$ cat config.mk
export PLATFORM = sky130hd
export DESIGN_NAME = ptgo_mac
export DESIGN_NICKNAME = d
export VERILOG_FILES = /design/src/per_tap_gain_offset_correction_defines.svh /design/src/ptgo_pkg.sv /design/src/ptgo_mac.sv
export SDC_FILE = /design/constraint.sdc
export NUM_CORES = 1
export LEC_CHECK = 0
export ABC_AREA = 1
export ABC_CLOCK_PERIOD_IN_PS = 7800
export BUFFER_PORTS_ARGS = -buffer_cell sky130_fd_sc_hd__buf_2
export CORE_ASPECT_RATIO = 0.75
export CORE_MARGIN = 8
export CORE_UTILIZATION = 55
export DETAILED_ROUTE_END_ITERATION = 8
export PLACE_DENSITY = 0.83
export SLEW_MARGIN = 10
export SYNTH_ARGS = -nofsm -noshare
export SYNTH_HDL_FRONTEND = slang
export SYNTH_SLANG_ARGS = --single-unit
$ cat constraint.sdc
create_clock -name clk -period 7.8 [get_ports clk]
set_input_delay 0.78 -clock clk [delete_from_list [all_inputs] [get_ports clk]]
set_output_delay 0.78 -clock clk [all_outputs]
set_load 0.01 [all_outputs]
$ cat src/per_tap_gain_offset_correction_defines.svh
// ----------------------------------------------------------------------------
// per_tap_gain_offset_correction_defines
// assertion macros shared by the correction block modules
// ----------------------------------------------------------------------------
`ifndef PER_TAP_GAIN_OFFSET_CORRECTION_DEFINES_SVH
`define PER_TAP_GAIN_OFFSET_CORRECTION_DEFINES_SVH

// same-cycle implication, checked outside reset
`define PTGO_ASSERT_NOW(label, ante, cons) \
    label: assert property (@(posedge clk) disable iff (!rst_n) (ante) |-> (cons)) \
        else $error("ptgo assertion failed");

// next-cycle implication, checked outside reset
`define PTGO_ASSERT_NEXT(label, ante, cons) \
    label: assert property (@(posedge clk) disable iff (!rst_n) (ante) |=> (cons)) \
        else $error("ptgo assertion failed");

`endif

$ cat src/ptgo_pkg.sv
// ----------------------------------------------------------------------------
// ptgo_pkg
// types and constants of the per-tap gain and offset correction block
// ----------------------------------------------------------------------------
package ptgo_pkg;

    localparam int NUM_AMPS       = 3;
    localparam int AMP_W          = 24;
    localparam int GAIN_W         = 16;
    localparam int DEF_MAX_TAPS_U = 64;
    localparam int DEF_MAX_TAPS_V = 256;

    localparam logic signed [GAIN_W-1:0] GAIN_ONE = 16'sd16384;

    localparam logic OP_LOAD    = 1'b0;
    localparam logic OP_CORRECT = 1'b1;

    localparam logic [7:0] CH_U_LOWER = 8'h75;
    localparam logic [7:0] CH_U_UPPER = 8'h55;
    localparam logic [7:0] CH_V_LOWER = 8'h76;
    localparam logic [7:0] CH_V_UPPER = 8'h56;

    localparam logic [2:0] CFG_TAPS_U    = 3'd0;
    localparam logic [2:0] CFG_TAPS_V    = 3'd1;
    localparam logic [2:0] CFG_MIN_TAP_U = 3'd2;
    localparam logic [2:0] CFG_MAX_TAP_U = 3'd3;
    localparam logic [2:0] CFG_MIN_TAP_V = 3'd4;
    localparam logic [2:0] CFG_MAX_TAP_V = 3'd5;

    localparam logic [6:0] RST_TAPS_U    = 7'd64;
    localparam logic [8:0] RST_TAPS_V    = 9'd64;
    localparam logic [5:0] RST_MIN_TAP_U = 6'd0;
    localparam logic [5:0] RST_MAX_TAP_U = 6'd63;
    localparam logic [7:0] RST_MIN_TAP_V = 8'd0;
    localparam logic [7:0] RST_MAX_TAP_V = 8'd63;

    typedef enum logic [2:0] {
        ST_CORRECTED = 3'd0,
        ST_PASSED    = 3'd1,
        ST_WRITTEN   = 3'd2,
        ST_IGNORED   = 3'd3,
        ST_BAD_AXIS  = 3'd4
    } status_t;

    typedef struct packed {
        logic signed [AMP_W-1:0]  offset;
        logic signed [GAIN_W-1:0] gain;
    } coef_t;

    typedef coef_t [NUM_AMPS-1:0] entry_t;

    typedef struct packed {
        status_t status;
        logic    plane;
        logic    corr;
        logic    pass;
    } item_info_t;

endpackage

$ cat src/ptgo_mac.sv
// ----------------------------------------------------------------------------
// ptgo_mac
// one amplifier lane: multiply, then round, add offset and saturate
// ----------------------------------------------------------------------------
module ptgo_mac (
    input  logic                              clk,
    input  logic                              en,
    input  logic signed [ptgo_pkg::AMP_W-1:0]  p,
    input  logic signed [ptgo_pkg::GAIN_W-1:0] q,
    input  logic signed [ptgo_pkg::AMP_W-1:0]  amp,
    output logic signed [ptgo_pkg::AMP_W-1:0]  res
);
    import ptgo_pkg::*;

    localparam int PROD_W = AMP_W + GAIN_W;
    localparam int RND_W  = PROD_W - 14;
    localparam int SUM_W  = RND_W + 1;

    localparam logic signed [PROD_W-1:0] RND_HALF = PROD_W'(8192);
    localparam logic signed [SUM_W-1:0]  SAT_MAX  = SUM_W'(8388607);
    localparam logic signed [SUM_W-1:0]  SAT_MIN  = -SUM_W'(8388608);

    logic signed [PROD_W-1:0] prod_reg;
    logic signed [PROD_W-1:0] prod_next;
    logic signed [AMP_W-1:0]  p_reg;
    logic signed [PROD_W-1:0] prod_rnd;
    logic signed [RND_W-1:0]  rnd;
    logic signed [SUM_W-1:0]  sum;
    logic signed [AMP_W-1:0]  res_reg;
    logic signed [AMP_W-1:0]  res_next;

    assign prod_next = q * amp;

    // round half up at the Q.14 point, add the offset, then saturate to 24 bits
    always_comb
    begin
        prod_rnd = prod_reg + RND_HALF;
        rnd      = RND_W'(prod_rnd >>> 14);
        sum      = SUM_W'(p_reg) + SUM_W'(rnd);
        if (sum > SAT_MAX)
        begin
            res_next = AMP_W'(SAT_MAX);
        end
        else if (sum < SAT_MIN)
        begin
            res_next = AMP_W'(SAT_MIN);
        end
        else
        begin
            res_next = AMP_W'(sum);
        end
    end

    always_ff @(posedge clk)
    begin
        if (en)
        begin
            prod_reg <= prod_next;
            p_reg    <= p;
            res_reg  <= res_next;
        end
    end

    assign res = res_reg;

endmodule

==> metrics.yaml <==
placed_design:
  io_buffers: 89
  gp_congestion: 0.9899
  hpwl_mm: 40.84
floorplan:
  die_y_microns: 178.3
  initial_utilization: 0.5577
  row_count: 59
  io_pins: 90
  core_region_area_sq_mm: 0.03462
  dieArea_sq_mm: 0.04142
  die_w_microns: 232.3
timing:
  finalSetupTns_ps: 0
  layout_min_cycle_time_ps: 6721
  skew_ps: 10.93
  rsz0062_at_grt: "false"
  setup_viol: 0
  post-route-period-util: 0.8617
  fmax_ghz: 0.1488
  slew_violations: 0
  hold_violations: 0
  max_slew_margin: 0.3540
  worstMarginPinSlew_ps: 969.0
worst_setup_path:
  endpoint_kind: "flop"
  worstPathArrival_ps: 6810
  crit_path_start_kind: "input pin"
  critPathMaxFanout: 24
  crit_type: "input pin to flop"
  required_ps: 7880
min_path:
  hold_path_class: "input pin to flop"
cells_and_area:
  final_cell_mix: "728 x inv_1, 695 x nand2_1, 374 x fa_1"
  syn_to_final_growth_pct: 5.269
  n_antenna_cell: 0
  fill_cells: 3031
  fin_nets: 3092
  multi_input_area_sq_mm: 0.01401
  largest_register_ffs: 27
  final_common_cell: "inv_1"
  sequential_cell_area_sq_mm: 0.002252
  drive_gt1_frac: 0.04773
cts:
  clk-insertion-delay-late_ps: 340
  cts-root-buf: "clkbuf_16"
  clk_pin_slew_worst_paths_ps: 60
  clock_path_buffers: 2
  cts_setup_buffers: 0
  cts_tree: "yes"
  numCtsBuffers: 9
  hold_buffers: 0
  cts.sinks: 75
  cts_max_level: 3
  cts_resized: 0
yosys:
  ys_types: 35
  yosys_warnings: 0
  synth-seq-area-share: 0.1166
  synth_area_sq_mm: 0.01931
  synth.net_count: 3066
  syn_inst: 2504
  ys_ff_latch: 75
  synth_area_per_cell_sq_um: 7.711
global_routing:
  grt_pass1_vias: 17390
  overflow: 0
  antenna_found_initial: 0
  grt_max_degree: 76
  grt.total_usage: 0.2505
  grt_pass1_wl_mm: 83.51
detailed_routing:
  wl_per_cell_microns: 16.53
  antenna_left: 0
  drc: 0
  routed_wl_mm: 49.45
  vias: 15880
  drt-initial-drc-count: 1533
  via_per_inst: 5.307
  drtPass1Iterations: 5
job:
  max_cap_viol_count: 0
status:
  outcome: "finished, final reports clean"
routing by layer:
metal  global-route usage  routed length (microns)
met5                    0                        0
met1               0.3276                    19640
met2               0.4123                    23250
met4              0.08746                     1658
met3              0.05149                     4907
stage by stage:
stage / setup WS [ps] / hold WS [ps] / utilization / instances / instance area [sq um]
2_1_floorplan: 1812 / 611.6 / - / 2504 / 19310
3_3_place_gp: 997.3 / 655.1 / 0.5786 / 2976 / 20030
3_5_place_dp: 839.2 / 662.4 / 0.5786 / 2976 / 20030
4_1_cts: 1160 / 602.1 / 0.5870 / 2992 / 20320
5_1_grt: 846.1 / 603.3 / 0.5870 / 2992 / 20320
6_report: 1079 / 609.5 / 0.5870 / 2992 / 20320
worst max-delay path, stage by stage:
cell and delay [ps]:
buf_2 460, nand2_1 270, inv_1 130, fa_1 470, fa_1 870, fa_1 550
fa_1 550, inv_1 60, fa_1 480, inv_1 50, fa_1 430, ha_1 390
nand2_1 120, nor2_1 140, inv_1 100, nor3_1 390, o211ai_1 260, nand3_1 200
xor2_1 90
final timing paths:
kind	start	to	slack [ps]	depth (start not counted)
max	q[4]	prod_reg[37]	1080	19
min reg2reg	p_reg[0]	res[0]	670	3
min	p[4]	p_reg[4]	610	1
max reg2reg	prod_reg[14]	res[1]	3640	22
cells in the mapped netlist, drive strengths merged:
| library cell | count | area, sq um |
|---|---|---|
| inv | 729 | 2736 |
| nand2 | 698 | 2633 |
| fa | 374 | 7487 |
| nor2 | 146 | 550.5 |
| ha | 122 | 1526 |
| edfxtp | 75 | 2252 |
| clkbuf | 72 | 270.3 |
| a21oi | 55 | 275.3 |
| nand3 | 54 | 280.3 |
| xor2 | 44 | 385.4 |
| o21ai | 28 | 140.1 |
| xnor2 | 24 | 210.2 |
| nand4 | 18 | 112.6 |
| nor3 | 11 | 55.05 |
| nor4 | 10 | 68.81 |
| a21o | 7 | 52.55 |
| a31oi | 7 | 43.79 |
| or2 | 7 | 43.79 |
| o21bai | 6 | 45.04 |
| buf | 4 | 37.53 |
| o21a | 4 | 30.03 |
| a21boi | 3 | 22.52 |
| a211oi | 2 | 15.01 |
| and2 | 1 | 6.260 |
| nand3b | 1 | 7.510 |
| o211ai | 1 | 7.510 |
| o31ai | 1 | 12.51 |
final cells by class:
| cell class | count | area share |
|---|---|---|
| multi-input combinational | 1624 | 0.6894 |
| tap | 457 | 0.02813 |
| clock inverter | 7 | 0.003324 |
| timing repair buffer | 91 | 0.02265 |
| clock buffer | 9 | 0.01108 |
| sequential | 75 | 0.1108 |
| inverter | 729 | 0.1346 |
cells by family after synthesis:
logic type | count (synthesis) | share of synthesized area
adder cells (fa/ha/maj) | 496 | 0.4669
XOR/XNOR | 68 | 0.03085
AO/OA/AOI/OAI | 114 | 0.03337
AND/OR/NAND/NOR | 946 | 0.1946
flip-flops | 75 | 0.1166
buffers and inverters | 805 | 0.1577
Power is not shown: default switching activity piles up to over one toggle a cycle in this logic, so the estimate is an artifact.
